===== config.mk =====
export PLATFORM = sky130hd
export DESIGN_NAME = dbks_ram
export DESIGN_NICKNAME = d
export VERILOG_FILES = /design/src/rtl/dbks_ram.sv
export SDC_FILE = /design/constraint.sdc
export NUM_CORES = 1
export LEC_CHECK = 0
export BUFFER_PORTS_ARGS = -buffer_cell sky130_fd_sc_hd__buf_2
export CORE_MARGIN = 2
export CORE_UTILIZATION = 39
export CTS_CLUSTER_SIZE = 10
export DETAILED_ROUTE_END_ITERATION = 10
export PLACE_DENSITY = 0.64
export SYNTH_ARGS = -nofsm -noshare
export SYNTH_HDL_FRONTEND = slang
export SYNTH_SLANG_ARGS = --single-unit

===== constraint.sdc =====
create_clock -name clk -period 2.4 [get_ports clk]
set_input_delay 0.36 -clock clk [delete_from_list [all_inputs] [get_ports clk]]
set_output_delay 0.36 -clock clk [all_outputs]
set_load 0.02 [all_outputs]

===== src/rtl/dbks_ram.sv =====
// Generic single-port-write, registered-read RAM.
module dbks_ram
#(
    parameter int WIDTH = 8,
    parameter int DEPTH = 64
)
(
    input  logic                     clk,
    input  logic                     we,
    input  logic [$clog2(DEPTH)-1:0] waddr,
    input  logic [WIDTH-1:0]         wdata,
    input  logic [$clog2(DEPTH)-1:0] raddr,
    output logic [WIDTH-1:0]         rdata
);
    logic [WIDTH-1:0] mem [DEPTH];

    always_ff @(posedge clk)
    begin
        if (we)
            mem[waddr] <= wdata;
        rdata <= mem[raddr];
    end
endmodule

==> results.toml <==
[outcome]
status = "finished, final reports clean"

[finish]
syn_to_final_growth_pct = 17.2
drive_gt1_share_pct = 31.6
fillCellCount = 4195
diodes = 0
final_util_pct = 46.2
final_nets = 1129
seqCellArea_um2 = 15500
stdcell_area_um2 = 23600
multi_input_area_um2 = 4320

[synth]
ys_seq_area_share_pct = 77.0
synth_area_leaders = "edfxtp_1, mux4_2, nor2_1"
netlist_area_um2 = 20200
syn_inst = 940
syn_nets = 962
yosysUniqueCellTypes = 40
syn_area_per_cell_um2 = 21.5
yosysTopAreaCell = "edfxtp_1"
yosys_register_bits = 520
yosysWarnings = 0
synth_top_cell_area_share_pct = 76.2

[global_route]
grt_usage_pct = 17.5
grt_max_degree = 65
grt-ovfl-total = 0
grt_pass1_wl_um = 68100
grt_pass1_vias = 10233
antenna_found_initial = 2

[power]
ir_worst_vdd_mv = 0.509
leakage_nw = 7.59
power_density_nw_per_um2 = 805
total_power_w = 0.0190

[timing]
hold_viol = 0
fmax_mhz = 484
skew_ps = 17.5
setup_viol = 0
grt_setup_unrepaired = "no"
slew_headroom_pct = 50.8
setup_slack_ps = 335
period_needed_ps = 2070
worst_slew_pin_slew_ps = 738
maxSlewViolCount = 0
finalCritPeriodShare_pct = 86.0

[route]
wl_per_cell_um = 25.0
routed_via_density = 5.47
drtIter0Drc = 1074
drc_errors = 0
num_vias = 9996
route.final.wire_length_um = 45700
firstDrtPassIters = 5
antenna_left = 0

[die]
die_h_um = 231
die_w_um = 231
start_util_pct = 39.4
rows = 83
core-area_um2 = 51200
die-area_um2 = 53500
io_pins = 30

[clocking]
cts_hold_buf = 0
clock_path_buffers = 3
ctsResizeCount = 0
path_clk_slew_ps = 60
cts.sinks = 520
cts_setup_buffers = 0
root_buffer = "clkbuf_16"
h-tree-depth = 2
cts_tree = "done"
clk_latency_ps = 610
numCtsBuffers = 58

[critical_path]
arrival_ps = 2530
crit_path_start_kind = "flip-flop"
critPathKind = "reg -> reg"
path_max_fanout = 1
crit_path_end_kind = "flip-flop"
cp.required_ps = 2870

[run]
cap_violations = 0

[placed_design]
routabilityCongestion = 0.798
portBuffers = 29
dp_slack_ps = -80.5
hpwl_um = 29300
dpl_cell_area_um2 = 22000

[hold_path]
min-delay-path-class = "in -> reg"
-- area by class of cell --
cell class	count	area share, %
timing repair buffer	158	5.40
multi-input combinational	369	18.3
clock inverter	5	0.286
sequential	520	65.7
tap	680	3.60
clock buffer	94	6.75
-- where the power goes --
group	switching [W]	internal [W]
combinational	0.000596	0.000407
sequential	0.0000375	0.0101
clock	0.00334	0.00460
total	0.00397	0.0151
-- path summary, 6_finish.rpt --
path                        startpoint                to  slack, ps  cells after the start
setup / recovery  mem[17][4]$_DFFE_PP_  rdata[4]$_DFF_P_        330                      5
hold / removal                raddr[5]  rdata[1]$_DFF_P_        210                      3
setup reg to reg  mem[17][4]$_DFFE_PP_  rdata[4]$_DFF_P_        330                      5
hold reg to reg   mem[30][6]$_DFFE_PP_  rdata[6]$_DFF_P_        830                      3
-- stage by stage --
step | cells | hold WS, ps | TNS (ps)
2_1_floorplan | 940 | 459 | 0
3_3_place_gp | 1727 | 803 | -86.3
3_5_place_dp | 1727 | 806 | -95.7
4_1_cts | 1826 | 173 | 0
5_1_grt | 1826 | 201 | 0
6_report | 1826 | 205 | 0
-- logic make-up after synthesis --
kind of cell,count (synthesis),share of synthesized area [%]
flip-flops,520,77.0
multiplexers,162,15.9
AND/OR/NAND/NOR,153,3.39
AO/OA/AOI/OAI,54,2.07
buffers and inverters,51,1.57
-- state kept, by name, summed over array words and instances (netlist names) --
signal	flops
mem	512
rdata	8
-- routing by layer --
metal	GRT usage [%]	part of all wire (%)	wire [µm]
met2	27.4	47	21600
met4	5.87	3.2	1470
met3	3.38	7.0	3190
met1	24.8	42	19400
met5	0	0.055	25
-- critical path, cell delays in order (launching register included) --
cell      delay [ps]
edfxtp_1         390
mux4_2           450
mux2_2           290
o221a_2          270
nor3_1           360
o32ai_1          170
-- cell usage after synthesis --
master / instances
buf_6: 4
o21ai_1: 2
a211oi_1: 4
nand3_1: 13
nand4_1: 2
o22ai_1: 8
a21oi_1: 3
nand2b_1: 7
buf_4: 13
nor3_1: 7
buf_2: 11
nand2_1: 19
dfxtp_1: 8
nand4b_1: 1
buf_12: 2
nor2_1: 83
o32ai_1: 2
o2bb2ai_1: 3
o311ai_1: 1
mux2i_1: 23
o2111ai_1: 3
o221a_2: 2
mux2_2: 13
clkbuf_1: 17
o21a_1: 2
o41ai_1: 2
mux4_2: 126
a31oi_1: 1
a221oi_1: 6
a22oi_1: 3
edfxtp_1: 512
o221ai_1: 8
a2111oi_0: 2
buf_1: 4
nand3b_1: 3
nor2b_1: 14
and2_1: 1
nor4_1: 2
o21ai_0: 2
or3_1: 1
-- cell usage in the layout (no fill, tap or decap), types with 12 or more instances in the layout --
cell	n
buf_4	119
nor2_1	83
nand3_1	13
mux2i_1	23
nor2b_1	14
clkbuf_16	58
buf_2	26
buf_12	12
clkbuf_1	35
edfxtp_1	512
mux4_2	126
mux2_2	13
nand2_1	19
(Power assumes the default switching activity.)
