$ cat config.mk
export PLATFORM = sky130hd
export DESIGN_NAME = dbks_div
export DESIGN_NICKNAME = d
export VERILOG_FILES = /design/src/rtl/dbks_pkg.sv /design/src/rtl/dbks_div.sv
export SDC_FILE = /design/constraint.sdc
export NUM_CORES = 1
export LEC_CHECK = 0
export ABC_CLOCK_PERIOD_IN_PS = 3030
export BUFFER_PORTS_ARGS = -buffer_cell sky130_fd_sc_hd__clkbuf_2
export CAP_MARGIN = 5
export CORE_MARGIN = 2
export CORE_UTILIZATION = 40
export CTS_CLUSTER_DIAMETER = 80
export DETAILED_ROUTE_END_ITERATION = 7
export SLEW_MARGIN = 15
export SYNTH_ARGS = -nofsm -noshare
export SYNTH_HDL_FRONTEND = slang
export SYNTH_SLANG_ARGS = --single-unit
$ cat constraint.sdc
create_clock -name clk -period 3.03 [get_ports clk]
set_input_delay 0.909 -clock clk [delete_from_list [all_inputs] [get_ports clk]]
set_output_delay 0.909 -clock clk [all_outputs]
set_load 0.005 [all_outputs]
$ cat src/rtl/dbks_pkg.sv
// Shared types and constants for the depth bucket key sorter.
package dbks_pkg;

    localparam int KEY_W    = 64;
    localparam int BUCKET_W = 16;
    localparam int DIST_W   = 32;

    typedef struct packed {
        logic [1:0]  item_lane;
        logic [31:0] distance;
        logic [19:0] material_id;
        logic [23:0] mesh_id;
        logic [3:0]  lod;
        logic [15:0] item_handle;
        logic        last_item;
    } dbks_in_t;

    typedef struct packed {
        logic [15:0] out_handle;
        logic [19:0] out_material;
        logic [23:0] out_mesh;
        logic [3:0]  out_lod;
        logic [15:0] depth_bucket;
        logic        last_result;
        logic        overflowed;
    } dbks_out_t;

    // One sort entry as it moves through the chain.
    typedef struct packed {
        logic [KEY_W-1:0] key;
        logic [15:0]      handle;
    } dbks_ent_t;

endpackage

$ cat src/rtl/dbks_div.sv
// Restoring divider, one quotient bit per cycle.
module dbks_div
    import dbks_pkg::*;
#(
    parameter int NUM_W = 48,
    parameter int DEN_W = 32
)
(
    input  logic             clk,
    input  logic             rst_n,
    input  logic             start,
    input  logic [NUM_W-1:0] num,
    input  logic [DEN_W-1:0] den,
    output logic             done,
    output logic [NUM_W-1:0] quo
);
    localparam int CNT_W = $clog2(NUM_W + 1);

    logic [NUM_W-1:0] q_reg, q_next;
    logic [DEN_W:0]   r_reg, r_next;
    logic [DEN_W-1:0] d_reg;
    logic [CNT_W-1:0] cnt_reg, cnt_next;
    logic             busy_reg, busy_next, done_reg, done_next;
    logic [DEN_W:0]   sh;

    always_comb
    begin
        q_next    = q_reg;
        r_next    = r_reg;
        cnt_next  = cnt_reg;
        busy_next = busy_reg;
        done_next = 1'b0;
        sh        = {r_reg[DEN_W-1:0], q_reg[NUM_W-1]};
        if (start)
        begin
            q_next    = num;
            r_next    = '0;
            cnt_next  = CNT_W'(NUM_W);
            busy_next = 1'b1;
        end
        else if (busy_reg)
        begin
            if (sh >= {1'b0, d_reg})
            begin
                r_next = sh - {1'b0, d_reg};
                q_next = {q_reg[NUM_W-2:0], 1'b1};
            end
            else
            begin
                r_next = sh;
                q_next = {q_reg[NUM_W-2:0], 1'b0};
            end
            cnt_next = cnt_reg - 1'b1;
            if (cnt_reg == CNT_W'(1))
            begin
                busy_next = 1'b0;
                done_next = 1'b1;
            end
        end
    end

    always_ff @(posedge clk or negedge rst_n)
    begin
        if (!rst_n)
        begin
            busy_reg <= 1'b0;
            done_reg <= 1'b0;
            cnt_reg  <= '0;
        end
        else
        begin
            busy_reg <= busy_next;
            done_reg <= done_next;
            cnt_reg  <= cnt_next;
        end
    end

    always_ff @(posedge clk)
    begin
        q_reg <= q_next;
        r_reg <= r_next;
        if (start)
            d_reg <= den;
    end

    assign done = done_reg;
    assign quo  = q_reg;
endmodule

==> flow_metrics.env <==
export IMPL_pwr_share_comb_pct=11.6
export IMPL_switching_share_pct=24.47
export IMPL_power_frac_clock_pct=46.7
export IMPL_chipHeight_um=134.6
export IMPL_p_leak_nw=3.644
export IMPL_fin_skew_ps=15.16
export IMPL_synth_fp_nets=749
export IMPL_cts_buffers=17
export IMPL_fin_tns_setup_ps=0
export IMPL_grt_max_degree=51
export IMPL_cp_required_ps=3360
export IMPL_status="finished, final reports clean"
export IMPL_reg2reg_from="d_reg[10]"
export IMPL_syn_instance_count=631
export IMPL_post_cts_setup_buffers=0
export IMPL_tightest_slew_ps=608.8
export IMPL_gr_usage_all_layers_pct=18.28
export IMPL_cp_start_kind="register"
export IMPL_setup_violations=0
export IMPL_total_power_mw=4.707
export IMPL_syn_avg_cell_area_sq_um=10.81
export IMPL_maxSlewViolCount=0
export IMPL_seqPwrFrac_pct=41.7
export IMPL_largest_reg_flops=48
export IMPL_cp_end_kind="register"
export IMPL_r2r_end="r_reg[23]"
export IMPL_maxCapViolations=0
export IMPL_p_switching_mw=1.152
export IMPL_max_clock_path_buffers=2
export IMPL_tritoncts="done"
export IMPL_use_met3_pct=6.344
export IMPL_wire_per_inst_um=16.28
export IMPL_ys_seq_elements=120
export IMPL_crit_chain="inv_1 -> ha_1 -> nand4_1 -> or3_1 -> a21oi_2 -> and2b_1 -> a211oi_1 -> nor3_1 -> nand3b_1 -> a311oi_1"
export IMPL_ios=132
export IMPL_arrival_ps=3160
export IMPL_routabilityCongestion=0.9001
export IMPL_seq_area_frac_synth_pct=47.54
export IMPL_final_antenna_net_count=0
export IMPL_htreeDepth=4
export IMPL_start_util_pct=40.99
export IMPL_power_density_mw_per_mm2=559.7
export IMPL_relSlewSlack_pct=59.41
export IMPL_fmax_ghz=0.3531
export IMPL_yosys_warnings=0
export IMPL_num_vias=5283
export IMPL_netlist_area_sq_mm=0.006822
export IMPL_hp_class="in -> async"
export IMPL_grt_setup_unrepaired="no"
export IMPL_first_pass_iters=5
export IMPL_ys_flop_type="edfxtp_1"
export IMPL_grt_pass1_wl_mm=26.11
export IMPL_path_buf_inv=1
export IMPL_vdd_ir_drop_max_mv=0.3824
export IMPL_finalNetCount=886
export IMPL_finalHoldViolCount=0
export IMPL_viasPerCell=5.278
export IMPL_ctsRootBufferMaster="clkbuf_16"
export IMPL_std_cell_rows=47
export IMPL_clk_latency_ps=420
export IMPL_antenna_cells=0
export IMPL_cts_sinks=120
export IMPL_drt_wl_total_mm=16.29
export IMPL_cp_slowest_cell="ha_1"
export IMPL_grt_antenna_before_repair=0
export IMPL_area_growth_pct=23.28
export IMPL_rrSetupSlack_ps=200
export IMPL_worst_path_max_fanout=7
export IMPL_fin_crit_sh_pct=93.46
export IMPL_die_w_um=134.6
export IMPL_drc=0
export IMPL_top_usage_layer="met2"
export IMPL_worstSetupPathType="reg -> reg"
export IMPL_fin_crit_ps=2832
export IMPL_path_clk_slew_ps=60
export IMPL_met1_usage_pct=22.93
export IMPL_core_area_sq_mm=0.01664
export IMPL_path_delay_family="simple AND/OR/NAND/NOR gates"
export IMPL_port_buffers=131
export IMPL_cp_startpoint="d_reg[10]"
export IMPL_overflow=0
export IMPL_synth_edff_count=80
export IMPL_grt_pass1_vias=5307
export IMPL_max_stage_delay_ps=420
export IMPL_dp_final_hpwl_mm=12.00
export IMPL_synthArstFlopShare_pct=6.667
export IMPL_synth_cell_type_count=64
export IMPL_reg2regPathDepth=10
export IMPL_drive_gt1_share_pct=31.24
export IMPL_p_int_mw=3.555
export IMPL_drt_iter0_drc=316
export IMPL_die_area_sq_mm=0.01811
export IMPL_globalRouteMet2Util_pct=29.54
cell usage after synthesis, types with 7 or more instances:
| master | count | share of area (%) |
|---|---|---|
| o21ai_0 | 17 | 1.2 |
| a211oi_1 | 21 | 2.3 |
| nand3b_1 | 7 | 0.77 |
| inv_1 | 44 | 2.4 |
| nand3_1 | 12 | 0.88 |
| dfxtp_1 | 32 | 9.4 |
| dfrtp_1 | 8 | 2.9 |
| edfxtp_1 | 80 | 35 |
| mux2i_1 | 25 | 3.7 |
| mux2_2 | 48 | 7.9 |
| nor2_1 | 52 | 2.9 |
| xor2_1 | 13 | 1.7 |
| nand4_1 | 10 | 0.92 |
| clkbuf_1 | 19 | 1.0 |
| nand2b_1 | 11 | 1.0 |
| ha_1 | 34 | 6.2 |
| a21oi_1 | 31 | 2.3 |
| xnor2_1 | 15 | 1.9 |
| a21o_1 | 14 | 1.5 |
| nand2_1 | 35 | 1.9 |
repair_timing:
item                       in CTS  in global routing
pin swaps                       0                  1
setup endpoints to repair       1                  6
resized for setup               1                  5
hold buffers                    0                  0
per-stage QoR:
step                      cell area, sq um  std cells  utilization (%)  setup WS (ps)  hold slack (ps)
after floorplan                       6822        631                -          221.1            452.6
after global placement                7751        969            46.58          113.2            472.2
after detailed placement              7751        969            46.58          11.51            474.9
after CTS                             8392       1001            50.42          111.6            316.9
after global routing                  8409       1001            50.53          24.09            329.9
final                                 8409       1001            50.53          198.0            332.2
area by class of cell:
class,instances,area [sq um]
sequential,120,3243
inverter,44,165.2
clock buffer,17,425.4
fill,1467,8233
timing repair buffer,149,818.3
tap,220,275.3
clock inverter,15,215.2
multi-input combinational,436,3267
layer usage:
layer,share of wire (%),wire [um]
met1,45,7392
met2,47,7591
met3,6.9,1117
met4,1.2,192
met5,0,0
placed cells by master (no fill, tap or decap), types with 5 or more instances in the layout:
cell	count
a211oi_1	21
a21o_1	14
a21oi_1	29
a311oi_1	6
a31oi_1	5
buf_4	17
clkbuf_16	17
clkbuf_2	130
dfrtp_1	8
dfxtp_1	32
edfxtp_1	80
ha_1	34
inv_1	43
inv_6	5
mux2_2	48
mux2i_1	25
nand2_1	35
nand2b_1	11
nand3_1	11
nand3b_1	7
nand4_1	10
nor2_1	52
nor2b_1	5
nor3_1	6
o211ai_1	5
o21ai_0	16
o21bai_1	6
xnor2_1	15
xor2_1	13
cell families (layout without fill, tap and decap cells):
| kind of cell | count (synthesis) | in the layout | synth area share [%] |
|---|---|---|---|
| and+or+nand+nor | 162 | 162 | 11.98 |
| DFF | 120 | 120 | 47.54 |
| xor gates and xnor gates | 28 | 28 | 3.595 |
| adders and majority gates | 35 | 35 | 6.530 |
| muxes | 74 | 74 | 11.81 |
| AOI/OAI and AO/OA | 137 | 137 | 13.72 |
| buffers and inverters | 75 | 225 | 4.824 |
power groups by stage:
| stage | logic [mW] | clock network, mW | registers, mW |
|---|---|---|---|
| after floorplan | 0.323 | 0 | 1.98 |
| after global placement | 0.537 | 0 | 1.99 |
| after detailed placement | 0.545 | 0 | 1.99 |
| after CTS | 0.550 | 2.25 | 1.96 |
| after global routing | 0.604 | 2.31 | 1.98 |
| final | 0.546 | 2.20 | 1.96 |
worst max-delay path by stage:
| stage | end | cells past startpoint | slack (ps) |
|---|---|---|---|
| 6_report | r_reg[23] | 10 | 200 |
| 5_1_grt | r_reg[23] | 10 | 20 |
| 4_1_cts | r_reg[28] | 13 | 110 |
| 3_5_place_dp | r_reg[30] | 13 | 10 |
| 3_3_place_gp | r_reg[30] | 13 | 110 |
| 2_1_floorplan | r_reg[28] | 12 | 220 |
Power figures use the tool's default switching activity.
