`src/rtl/dbks_pkg.sv`:
```
// Shared types and constants for the depth bucket key sorter.
package dbks_pkg;

    localparam int KEY_W    = 64;
    localparam int BUCKET_W = 16;
    localparam int DIST_W   = 32;

    typedef struct packed {
        logic [1:0]  item_lane;
        logic [31:0] distance;
        logic [19:0] material_id;
        logic [23:0] mesh_id;
        logic [3:0]  lod;
        logic [15:0] item_handle;
        logic        last_item;
    } dbks_in_t;

    typedef struct packed {
        logic [15:0] out_handle;
        logic [19:0] out_material;
        logic [23:0] out_mesh;
        logic [3:0]  out_lod;
        logic [15:0] depth_bucket;
        logic        last_result;
        logic        overflowed;
    } dbks_out_t;

    // One sort entry as it moves through the chain.
    typedef struct packed {
        logic [KEY_W-1:0] key;
        logic [15:0]      handle;
    } dbks_ent_t;

endpackage

```
`src/rtl/dbks_cell.sv`:
```
// One cell of the insertion sorting chain.
module dbks_cell
    import dbks_pkg::*;
(
    input  logic      clk,
    input  logic      rst_n,
    input  logic      clear,
    input  logic      ins,
    input  dbks_ent_t new_ent,
    input  logic      prev_full,
    input  logic      prev_takes,
    input  dbks_ent_t prev_ent,
    input  logic      shift,
    input  logic      next_full,
    input  dbks_ent_t next_ent,
    output logic      full,
    output logic      takes,
    output dbks_ent_t ent
);
    logic      full_reg, full_next;
    dbks_ent_t ent_reg, ent_next;

    // New key goes in ahead of any strictly greater key; ties stay behind.
    // An empty cell only takes when it sits right behind the last full one.
    assign takes = ins && (full_reg ? (ent_reg.key > new_ent.key) : prev_full);

    always_comb
    begin
        full_next = full_reg;
        ent_next  = ent_reg;
        if (clear)
            full_next = 1'b0;
        else if (shift)
        begin
            full_next = next_full;
            ent_next  = next_ent;
        end
        else if (takes)
        begin
            full_next = 1'b1;
            ent_next  = (prev_takes && prev_full) ? prev_ent : new_ent;
        end
    end

    always_ff @(posedge clk or negedge rst_n)
    begin
        if (!rst_n)
            full_reg <= 1'b0;
        else
            full_reg <= full_next;
    end

    always_ff @(posedge clk)
        ent_reg <= ent_next;

    assign full = full_reg;
    assign ent  = ent_reg;
endmodule

```
`config.mk`:
```
export PLATFORM = sky130hd
export DESIGN_NAME = dbks_cell
export DESIGN_NICKNAME = d
export VERILOG_FILES = /design/src/rtl/dbks_pkg.sv /design/src/rtl/dbks_cell.sv
export SDC_FILE = /design/constraint.sdc
export NUM_CORES = 1
export LEC_CHECK = 0
export BUFFER_PORTS_ARGS = -buffer_cell sky130_fd_sc_hd__buf_2
export CORE_AREA = 2 2 129 131
export CTS_BUF_LIST = sky130_fd_sc_hd__clkbuf_8
export CTS_CLUSTER_SIZE = 28
export DETAILED_ROUTE_END_ITERATION = 12
export DIE_AREA = 0 0 131 133
export GPL_TIMING_DRIVEN = 1
export PLACE_DENSITY = 0.74
export SETUP_SLACK_MARGIN = 0.15
export SYNTH_ARGS = -nofsm -noshare
export SYNTH_HDL_FRONTEND = slang
export SYNTH_SLANG_ARGS = --single-unit
```
`constraint.sdc`:
```
create_clock -name clk -period 6.6 [get_ports clk]
set_input_delay 1.32 -clock clk [delete_from_list [all_inputs] [get_ports clk]]
set_output_delay 1.32 -clock clk [all_outputs]
set_load 0.02 [all_outputs]
```
==> summary.txt, run 1 <==
Outcome
  – Status: finished clean

Worst setup path
  – Setup crit end kind: primary output
  – Required @ worst endpoint: 5.28 ns
  – Max Fanout on Critical Path: 3
  – Critical path class: primary input to primary output
  – CP Launch Type: primary input
  – Worst setup path start: new_ent[78]
  – Arrival time at the worst endpoint: approximately 3.6 ns
  – R2R Path Start: ent[46]$_DFFE_PP_

Clock network
  – Clock Tree Buf Depth: 2
  – Clock transition at the registers of the reported paths: 0.08 ns
  – CTS H-tree lvls: 3
  – Root Buffer: clkbuf_8
  – CTS Buf Count: 9
  – Clock Latency Late Sink: approximately 0.36 ns
  – Postcts setup bufs: 0
  – Post-CTS sizing: 0
  – CTS tree: done
  – Total clock sinks: 81
  – Number of hold buffers added after CTS: 0

Route
  – Final ANT Viol Nets: 0
  – Routed WL: 17300 um
  – Via count: approximately 5400
  – Drt drc: 0
  – WL per Instance: between 15 and 20 um
  – Via/cell ratio: roughly 4.8
  – Detailed Routing Iterations Pass 1: 6
  – Starting DRT DRC Count: roughly 170

Synthesis
  – Post-synthesis sequential area ratio: roughly 42%
  – Ys async rst share: under 10%
  – Cells after synthesis: between 500 and 600
  – Syn avg cell area: 9.83 sq um
  – Simple-Gate Fraction of Synth Area: about 11%
  – XOR/XNOR Fraction of Synth Area: 0%
  – Netlist cell types: 36
  – Predominant post-synthesis flop cell: edfxtp_1
  – Complex-gate fraction of the synthesized area: about an eighth
  – Adder-Cell Fraction of Synth Area: 14.0%
  – Synth warnings: 0
  – #FFs+latches synth: 81
  – Post-Syn Area: approximately 5700 sq um
  – Largest family of logic cells by synthesized area: adder cells
  – Mux share of post-synthesis cell area: roughly 14%
  – Synth Net Count: around 900
  – EDFF count, synth: 80

Finish
  – Commonest non-fill, non-tap cell in the layout: buf_2
  – Area Growth Syn to Fin: 36.8%
  – Max reg flops: 80
  – Fin nets: roughly 1200
  – Number of fill cells: between 1500 and 2000
  – Post-route design area: 7840 sq um
  – Final cell count without fillers: around 1100
  – Layout cell share with drive strength beyond 1: about two fifths
  – Commonest non-fill, non-tap cells in the layout: buf_2, nand2_1, o21ai_0

Power
  – Leakage: 4.21 nW
  – Cell area power density: approximately 190 nW/um^2
  – Power Total: roughly 0.0015 W
  – Worst vdd ir: about 0.089 mV

Floorplan
  – Die ar.: roughly 17000 sq um
  – Die span in x: ~130 um
  – Starting density of the core: about 35%
  – Die height: 133 um
  – I/O pin total: 330
  – Row count: 47
  – Core Area: about 16000 sq um

Timing
  – RSZ-0062 raised after global routing: false
  – Final setup vio count: 0
  – Setup TNS: 0 ns
  – Final max-slew violation count: 0
  – Final period utilization: around three quarters
  – Slack of the critical path: ~1.7 ns
  – Fmax: about 200 MHz
  – Final Hold Fails: 0
  – Slew headroom: about two fifths
  – Fin crit period: approximately 5 ns
  – Clk_skew: between 0.015 and 0.02 ns
  – Worst-Margin Slew: about 0.91 ns

Place
  – RD Place Congestion: between 0.8 and 0.9
  – Post-DP HPWL: between 10000 and 15000 um
  – Dpl cell area: approximately 7600 sq um
  – IO Port Bufs: 329
  – Placed insts: approximately 1100
  – Pre-CTS WS: ~1.6 ns

Flow run
  – Maxcap violations: 0

Global route
  – First-pass GRT wire length: around 26000 um
  – GR Overflow Total: 0
  – Gr usage total: between 10% and 20%
  – Pin count of the biggest net entering global routing: 96
  – Initial antenna violation count: 2
  – Vias in the first global route: between 5000 and 6000

Min path
  – Worst hold-check path type: primary input to asynchronous set/reset pin
[cells in the mapped netlist, types with 7 or more instances]
library cell	instances	share of area, %
mux2i_1	80	14
buf_1	8	0.52
nand3_1	8	0.70
clkbuf_1	18	1.2
a21oi_1	25	2.2
nand4_1	12	1.3
nor2_1	7	0.46
nand2_1	93	6.1
edfxtp_1	80	42
inv_1	64	4.2
ha_1	64	14
o21ai_0	85	7.4
[logic make-up (layout without fill, tap and decap cells)]
family,count (synthesis),in the layout
mux,80,80
simple gates,137,137
buf+inv,90,413
compound gates,131,131
other cells,0,1
flops,81,81
fa+ha+maj,64,64
[metal layers]
layer	routed length, um	GRT usage, %	up-vias
met5	16	0	-
met4	348	7.51	2
met3	1240	4.97	28
met2	8840	35.7	210
met1	6850	20.9	2466
li1	-	-	2740
[per-stage QoR]
| step | util (%) | hold WS [ns] |
|---|---|---|
| after floorplan | - | 0.751 |
| after global placement | 47.0 | 0.770 |
| after detailed placement | 47.0 | 0.763 |
| after CTS | 48.5 | 0.696 |
| after global routing | 48.5 | 0.697 |
| final | 48.5 | 0.725 |
[path summary, 6_finish.rpt]
| path | cells past startpoint | to | slack, ns |
|---|---|---|---|
| max in group asynchronous | 1 | full$_DFFE_PN0P_ | 5.79 |
| min reg2reg | 4 | full$_DFFE_PN0P_ | 0.76 |
| max | 10 | takes | 1.72 |
| min in group clk | 4 | full$_DFFE_PN0P_ | 0.76 |
| max reg2reg | 8 | ent[49]$_DFFE_PP_ | 3.28 |
| min | 1 | full$_DFFE_PN0P_ | 0.72 |
[layout make-up]
class,instances,area [sq um],area share [%]
Timing Repair Buffer,333,1680,21.4
Multi-Input combinational cell,412,2980,38.0
Inverter,64,240,3.06
Sequential cell,81,2430,31.0
Clock buffer,9,124,1.58
Antenna cell,1,2.50,0.0319
Clock inverter,7,110,1.40
Tap cell,220,275,3.51
[worst max-delay path, stage by stage]
cell and delay [ns]:
buf_2 0.09, inv_1 0.04, ha_1 0.33, a21oi_1 0.15
a21boi_0 0.10, a2111oi_0 0.69, o221ai_1 0.23, and4bb_1 0.38
nor2_1 0.05, buf_2 0.18
[power by group]
| group | internal, W | leakage [nW] | switching [W] |
|---|---|---|---|
| sequential | 0.000619 | 0.780 | 0.0000197 |
| combinational | 0.000162 | 3.31 | 0.000218 |
| clock | 0.000248 | 0.118 | 0.000191 |
| total | 0.00103 | 4.21 | 0.000429 |
No activity file was read; power rests on OpenSTA's default activity.
==> run 2, diff against run 1 <==
ABC_AREA = 1   (was unset)
CORE_AREA = 2 2 128 130   (was 2 2 129 131)
DIE_AREA = 0 0 130 132   (was 0 0 131 133)
PLACE_DENSITY = 0.78   (was 0.74)
clock period = 4.2 ns   (was 6.6 ns; I/O delays follow)
==> run 2 against run 1 <==
Against the previous run: via count is 11% higher; hold slack worse by 0.47 ns; die area is 1.5% lower; non-clock buffer count is 2 higher; register-to-register slack worse by 1.9 ns; critical path type unchanged; critical endpoint unchanged; largest cell class unchanged.
==> summary.txt, run 2 <==
Worst setup path
  – Slowest-stage cell, CP: ha_1
  – CP Launch Type: primary input
  – Crit path cell chain: buf_2, inv_1, ha_1, nand2_2, nor3_2, nand2_1, nor3_2, nand2_1, nand2_1, nand2_1, nand2_1, nand2_2, inv_1, buf_2
  – Internal reg-to-reg setup slack: 1.35 ns (-1.93 ns)
  – Required @ worst endpoint: 3.36 ns (-1.92 ns)
  – Worst r2r dst: ent[61]$_DFFE_PP_
  – Top cell by count, worst path: nand2_1
  – Arrival time at the worst endpoint: 2.59 ns (-0.97 ns)
  – Max Fanout on Critical Path: 4 (+1)
  – Critical path class: primary input to primary output
  – Critical Path Max Stage Delay: 0.30 ns (-0.39 ns)
  – Delay-heaviest family, CP: simple AND/OR/NAND/NOR gates
  – Setup crit end kind: primary output
  – R2r worst-path depth: 12 (+4)
  – Worst setup path start: new_ent[79]
  – R2R Path Start: ent[79]$_DFFE_PP_
  – WP buf/inv: 4 (+1)

Finish
  – Commonest non-fill, non-tap cell in the layout: buf_2
  – Max reg flops: 80 (unchanged)
  – Final cell count without fillers: 1263 (+12%)
  – Area Growth Syn to Fin: 35.3%
  – Fin nets: 1353 (+12%)
  – Post-route design area: 7790 sq um (-0.59%)
  – Layout cell share with drive strength beyond 1: 35.0% (-4.1 points)
  – Commonest non-fill, non-tap cells in the layout: buf_2, nand2_1, nor2_1

Floorplan
  – Row count: 46 (-2.1%)
  – Starting density of the core: 36.7% (+1.2 points)
  – Core Area: 15700 sq um (-2.8%)
  – Die height: 132 um (-0.75%)
  – Die ar.: 17200 sq um (-1.5%)
  – I/O pin total: 330 (unchanged)
  – Die span in x: 130 um (-0.76%)

Clock network
  – CTS Buf Count: 9 (unchanged)
  – Clock Tree Buf Depth: 2 (unchanged)
  – CTS tree: done
  – Total clock sinks: 81 (unchanged)
  – Postcts setup bufs: 0 (unchanged)
  – Clock Latency Late Sink: 0.36 ns (about the same)
  – Post-CTS sizing: 0 (unchanged)
  – CTS H-tree lvls: 3 (unchanged)
  – Clock transition at the registers of the reported paths: 0.08 ns (about the same)
  – Number of hold buffers added after CTS: 0 (unchanged)
  – Root Buffer: clkbuf_8

Synthesis
  – Synth top area cells: edfxtp_1, nand2_1, ha_1
  – Cells after synthesis: 728 (+25%)
  – Ys async rst share: 1.23% (unchanged)
  – Synth top area share: 41.7% (-0.23 points)
  – Post-synthesis sequential area ratio: 42.1% (-0.23 points)
  – Predominant post-synthesis flop cell: edfxtp_1
  – Synth warnings: 0 (unchanged)
  – EDFF count, synth: 80 (unchanged)
  – Syn avg cell area: 7.91 sq um (-19%)
  – Synth Net Count: 1040 (+16%)
  – #FFs+latches synth: 81 (unchanged)
  – Post-Syn Area: 5760 sq um (+0.55%)
  – Top-count cell post-synth: nand2_1
  – Dominant cell type by area after synthesis: edfxtp_1
  – Netlist cell types: 24 (-33%)
  – Synth cell count leaders: nand2_1, nor2_1, a31oi_1, edfxtp_1, inv_1

Route
  – WL per Instance: 14.3 um (-7.0%)
  – Via count: 6063 (+11%)
  – Via/cell ratio: 4.80 (-0.66%)
  – Routed WL: 18000 um (+4.3%)
  – Drt drc: 0 (unchanged)
  – Final ANT Viol Nets: 0 (unchanged)
  – Starting DRT DRC Count: 284 (+71%)
  – Detailed Routing Iterations Pass 1: 5 (-1)

Timing
  – Final Hold Fails: 0 (unchanged)
  – Worst-Margin Slew: 1.12 ns (+0.211 ns)
  – Slew headroom: 25.2% (-14 points)
  – Setup TNS: 0 ns (unchanged)
  – Fmax: 292 MHz
  – Final period utilization: approximately four fifths
  – Fin crit period: between 3 and 4 ns
  – Clk_skew: 0.0230 ns (+0.00518 ns)
  – Final setup vio count: 0 (unchanged)
  – Final max-slew violation count: 0 (unchanged)
  – RSZ-0062 raised after global routing: false

Min path
  – Worst hold-check path type: primary input to asynchronous set/reset pin

Power
  – Worst vdd ir: 0.150 mV (+68%)
  – Leakage: 4.00 nW (-5.0%)
  – Cell area power density: 277 nW/um^2 (+49%)

Global route
  – Vias in the first global route: 5945 (+8.4%)
  – Met2 GRT Util: 37.2% (+1.5 points)
  – Met1 Use GR: 22.9% (+2.0 points)
  – Gr usage total: 20.4% (+0.97 points)
  – GR Overflow Total: 0 (unchanged)
  – First-pass GRT wire length: 27700 um (+5.9%)
  – Grt peak-use layer: met2
  – Pin count of the biggest net entering global routing: 116 (+21%)
  – Global Route met3 Usage: 5.44% (+0.46 points)
  – Initial antenna violation count: 1 (-1)

Place
  – IO Port Bufs: 329 (unchanged)
  – Post-DP HPWL: 14200 um (+0.38%)
  – Placed insts: 1246 (+12%)
  – RD Place Congestion: 0.894 (+10%)
  – Dpl cell area: 7600 sq um (about the same)

Outcome
  – Status: finished clean

Flow run
  – Maxcap violations: 0 (unchanged)
==> run 2: where the power goes <==
group	internal, W	switching [W]	leakage [nW]
clock network	0.000269	0.000303	0.0939
registers	0.000964	0.0000268	0.765
logic	0.000243	0.000355	3.14
total	0.00148	0.000685	4.00
==> run 2: area by class of cell <==
cell class,instances,area [sq um]
antenna,1,2.50
sequential,81,2430
inverter,79,299
clock inverter,7,62.6
fill,1533,7920
clock buffer,9,124
timing repair buffer,335,1690
tap,216,270
multi-input combinational,535,2920
==> run 2: stage by stage <==
step | setup slack [ns] | hold slack (ns) | total power [W] | utilization, %
global placement | 0.734 | 0.618 | 0.00160 | 48.4
finish | 0.770 | 0.250 | 0.00216 | 49.6
CTS | 0.698 | 0.219 | 0.00219 | 49.6
global route | 0.464 | 0.212 | 0.00229 | 49.6
floorplan | 0.480 | 0.544 | 0.00135 | -
detailed placement | 0.703 | 0.618 | 0.00161 | 48.4
==> run 2: cells by family after synthesis <==
| kind of cell | synth area share [%] |
|---|---|
| AND/OR/NAND/NOR | 24.0 |
| AO/OA/AOI/OAI | 12.5 |
| buffers and inverters | 7.43 |
| flip-flops | 42.1 |
| adder cells (fa/ha/maj) | 13.9 |
==> run 2: worst max path at each step <==
stage	endpoint	slack (ns)	cells past startpoint
3_3_place_gp	takes	0.73	14
6_report	takes	0.77	14
3_5_place_dp	takes	0.70	16
4_1_cts	takes	0.70	16
2_1_floorplan	ent[0]$_DFFE_PP_	0.48	12
5_1_grt	takes	0.46	16
==> run 2: per-layer routing <==
layer / share of wire [%] / vias up
li1: - / 3072
met1: 41 / 2711
met2: 50 / 255
met3: 7.4 / 25
met4: 2.0 / 0
met5: 0 / -
==> run 3, diff against run 2 <==
clock period = 2.85 ns   (was 4.2 ns; I/O delays follow)
==> run 3 against run 2 <==
Against the previous run: sequential power increased by 48%; sequential share of layout area decreased by 2.4 points; die area unchanged; count of clock-buffer cells in the layout unchanged; hold slack improved by 0.29 ns; flip-flop and latch count unchanged; first-iteration DRC count increased by 2.1%; critical path type is now register to primary output; largest power group unchanged.
==> summary.txt, run 3 (same netlist as run 2, synthesis figures left out) <==
Outcome
  – Status: finished clean

Min path
  – Worst hold-check path type: primary input to register

Route
  – Starting DRT DRC Count: 290 (+2.1%)
  – Routed WL: 19600 um (+8.8%)
  – Final ANT Viol Nets: 0 (unchanged)
  – Drt drc: 0 (unchanged)
  – Detailed Routing Iterations Pass 1: 5 (unchanged)
  – WL per Instance: 15.2 um (+6.7%)
  – Via/cell ratio: 4.88 (+1.6%)
  – Via count: 6284 (+3.6%)

Worst setup path
  – Arrival time at the worst endpoint: 2.23 ns (-0.36 ns)
  – Worst r2r dst: ent[20]$_DFFE_PP_
  – Setup crit end kind: primary output
  – Critical path class: register to primary output
  – Worst setup path start: ent[51]$_DFFE_PP_
  – Internal reg-to-reg setup slack: 0.13 ns (-1.22 ns)
  – Required @ worst endpoint: 2.28 ns (-1.08 ns)
  – Crit path to: takes
  – R2R Path Start: ent[63]$_DFFE_PP_
  – R2r worst-path depth: 16 (+4)
  – Max Fanout on Critical Path: 2 (-2)
  – CP Launch Type: register

Finish
  – Fin nets: 1379 (+1.9%)
  – N_diodes: 0 (-1)
  – Max reg flops: 80 (unchanged)
  – Final cell count without fillers: 1288 (+2.0%)
  – Commonest non-fill, non-tap cells in the layout: buf_2, nand2_1, nor2_1
  – Commonest non-fill, non-tap cell in the layout: buf_2
  – Area Growth Syn to Fin: 46.7%
  – Layout cell share with drive strength beyond 1: 39.0% (+4.0 points)

Clock network
  – CTS H-tree lvls: 3 (unchanged)
  – Clock transition at the registers of the reported paths: 0.08 ns (about the same)
  – CTS Buf Count: 9 (unchanged)
  – Clock Tree Buf Depth: 2 (unchanged)
  – Clock Latency Late Sink: 0.37 ns (about the same)
  – Root Buffer: clkbuf_8
  – CTS tree: done
  – Total clock sinks: 81 (unchanged)

Timing
  – Setup TNS: 0 ns (unchanged)
  – Worst-Margin Slew: 0.840 ns (-0.282 ns)
  – Final period utilization: 98.2%
  – Fmax: 357 MHz
  – Final setup vio count: 0 (unchanged)
  – Fin crit period: between 2 and 3 ns
  – Final Hold Fails: 0 (unchanged)
  – RSZ-0062 raised after global routing: true
  – Final max-slew violation count: 0 (unchanged)
  – Clk_skew: 0.0197 ns (-0.00322 ns)
  – Slew headroom: 44.0% (+19 points)

Power
  – Net Sw Frac: 30.2% (-1.5 points)
  – Cell internal pwr: 0.00244 W (+65%)
  – Sw Pwr: 0.00106 W (+54%)
  – Gate power share: 29.0% (+1.3 points)
  – Cell area power density: 414 nW/um^2 (+49%)
  – Worst vdd ir: 0.206 mV (+37%)
  – Sequential group share of total power: 41.9% (-4.0 points)
  – Clock share of power: 29.1% (+2.6 points)
  – Leakage: 4.25 nW (+6.3%)

Global route
  – Gr usage total: 21.6% (+1.2 points)
  – Initial antenna violation count: 1 (unchanged)
  – Vias in the first global route: 6140 (+3.3%)
  – First-pass GRT wire length: 29100 um (+4.9%)
  – GR Overflow Total: 0 (unchanged)
  – Pin count of the biggest net entering global routing: 81 (-30%)

Floorplan
  – Die span in x: 130 um (unchanged)
  – Starting density of the core: 36.7% (unchanged)
  – Core Area: 15700 sq um (unchanged)
  – Row count: 46 (unchanged)
  – I/O pin total: 330 (unchanged)
  – Die ar.: 17200 sq um (unchanged)
  – Die height: 132 um (unchanged)

Place
  – Placed insts: 1251 (+0.40%)
  – IO Port Bufs: 329 (unchanged)
  – Post-DP HPWL: 14800 um (+4.5%)
  – RD Place Congestion: 0.829 (-7.2%)

Flow run
  – Maxcap violations: 0 (unchanged)
## run 3: worst min path at each step
stage,end,slack [ns],cells after the start,start
2_1_floorplan,full$_DFFE_PN0P_,0.27,0,rst_n
3_3_place_gp,full$_DFFE_PN0P_,0.35,1,rst_n
3_5_place_dp,full$_DFFE_PN0P_,0.35,1,rst_n
4_1_cts,full$_DFFE_PN0P_,0.51,2,rst_n
5_1_grt,ent[8]$_DFFE_PP_,0.53,3,next_ent[8]
6_report,full$_DFFE_PN0P_,0.54,5,next_full
## run 3: cell type report
cell class,count,area [sq um]
timing repair buffer,361,2130
multi-input combinational,535,3070
inverter,79,314
sequential,81,2430
tap,216,270
fill,1499,7260
clock inverter,7,109
clock buffer,9,124
## run 3: critical path, cell delays in order (launching register included)
cell and delay (ns):
edfxtp_1 0.40, ha_1 0.32, a21oi_1 0.16, nand2_1 0.07, nand2_1 0.08, nand3_2 0.10, nand2_1 0.08, nand2_1 0.08
a21oi_2 0.17, nand2_1 0.07, nand2_1 0.05, nand2_1 0.05, nand2_2 0.08, inv_2 0.04, buf_6 0.12
## run 3: metrics by stage
| stage | total power (W) | instance area, sq um | setup WS (ns) | hold WS [ns] | utilization (%) |
|---|---|---|---|---|---|
| floorplan | 0.00201 | 5880 | -0.546 | 0.274 | - |
| global placement | 0.00240 | 7820 | -0.0226 | 0.346 | 49.8 |
| detailed placement | 0.00242 | 7820 | -0.0421 | 0.346 | 49.8 |
| CTS | 0.00346 | 8110 | -0.0576 | 0.510 | 51.6 |
| global route | 0.00369 | 8450 | -0.171 | 0.529 | 53.8 |
| finish | 0.00350 | 8450 | 0.0512 | 0.536 | 53.8 |
## run 3: power groups by stage
| stage | registers (W) | clock network, W | logic [W] |
|---|---|---|---|
| floorplan | 0.00159 | 0 | 0.000419 |
| CTS | 0.00147 | 0.00105 | 0.000943 |
| global placement | 0.00149 | 0 | 0.000908 |
| finish | 0.00147 | 0.00102 | 0.00101 |
| detailed placement | 0.00149 | 0 | 0.000930 |
| global route | 0.00148 | 0.00109 | 0.00113 |
## run 3: repair_timing
item / in CTS / in global routing
gates resized for setup: 7 / 12
setup buffers: 3 / 6
setup endpoints to repair: 1 / 81
cloned: 0 / 11
hold endpoints to repair: 1 / 0
pin swaps: 8 / 9
hold buffers: 1 / 0
## run 3: layer usage
metal	global-route usage, %	part of all wire (%)
met1	24.3	39
met2	39.8	52
met3	4.75	6.5
met4	7.35	2.2
met5	0	0.076
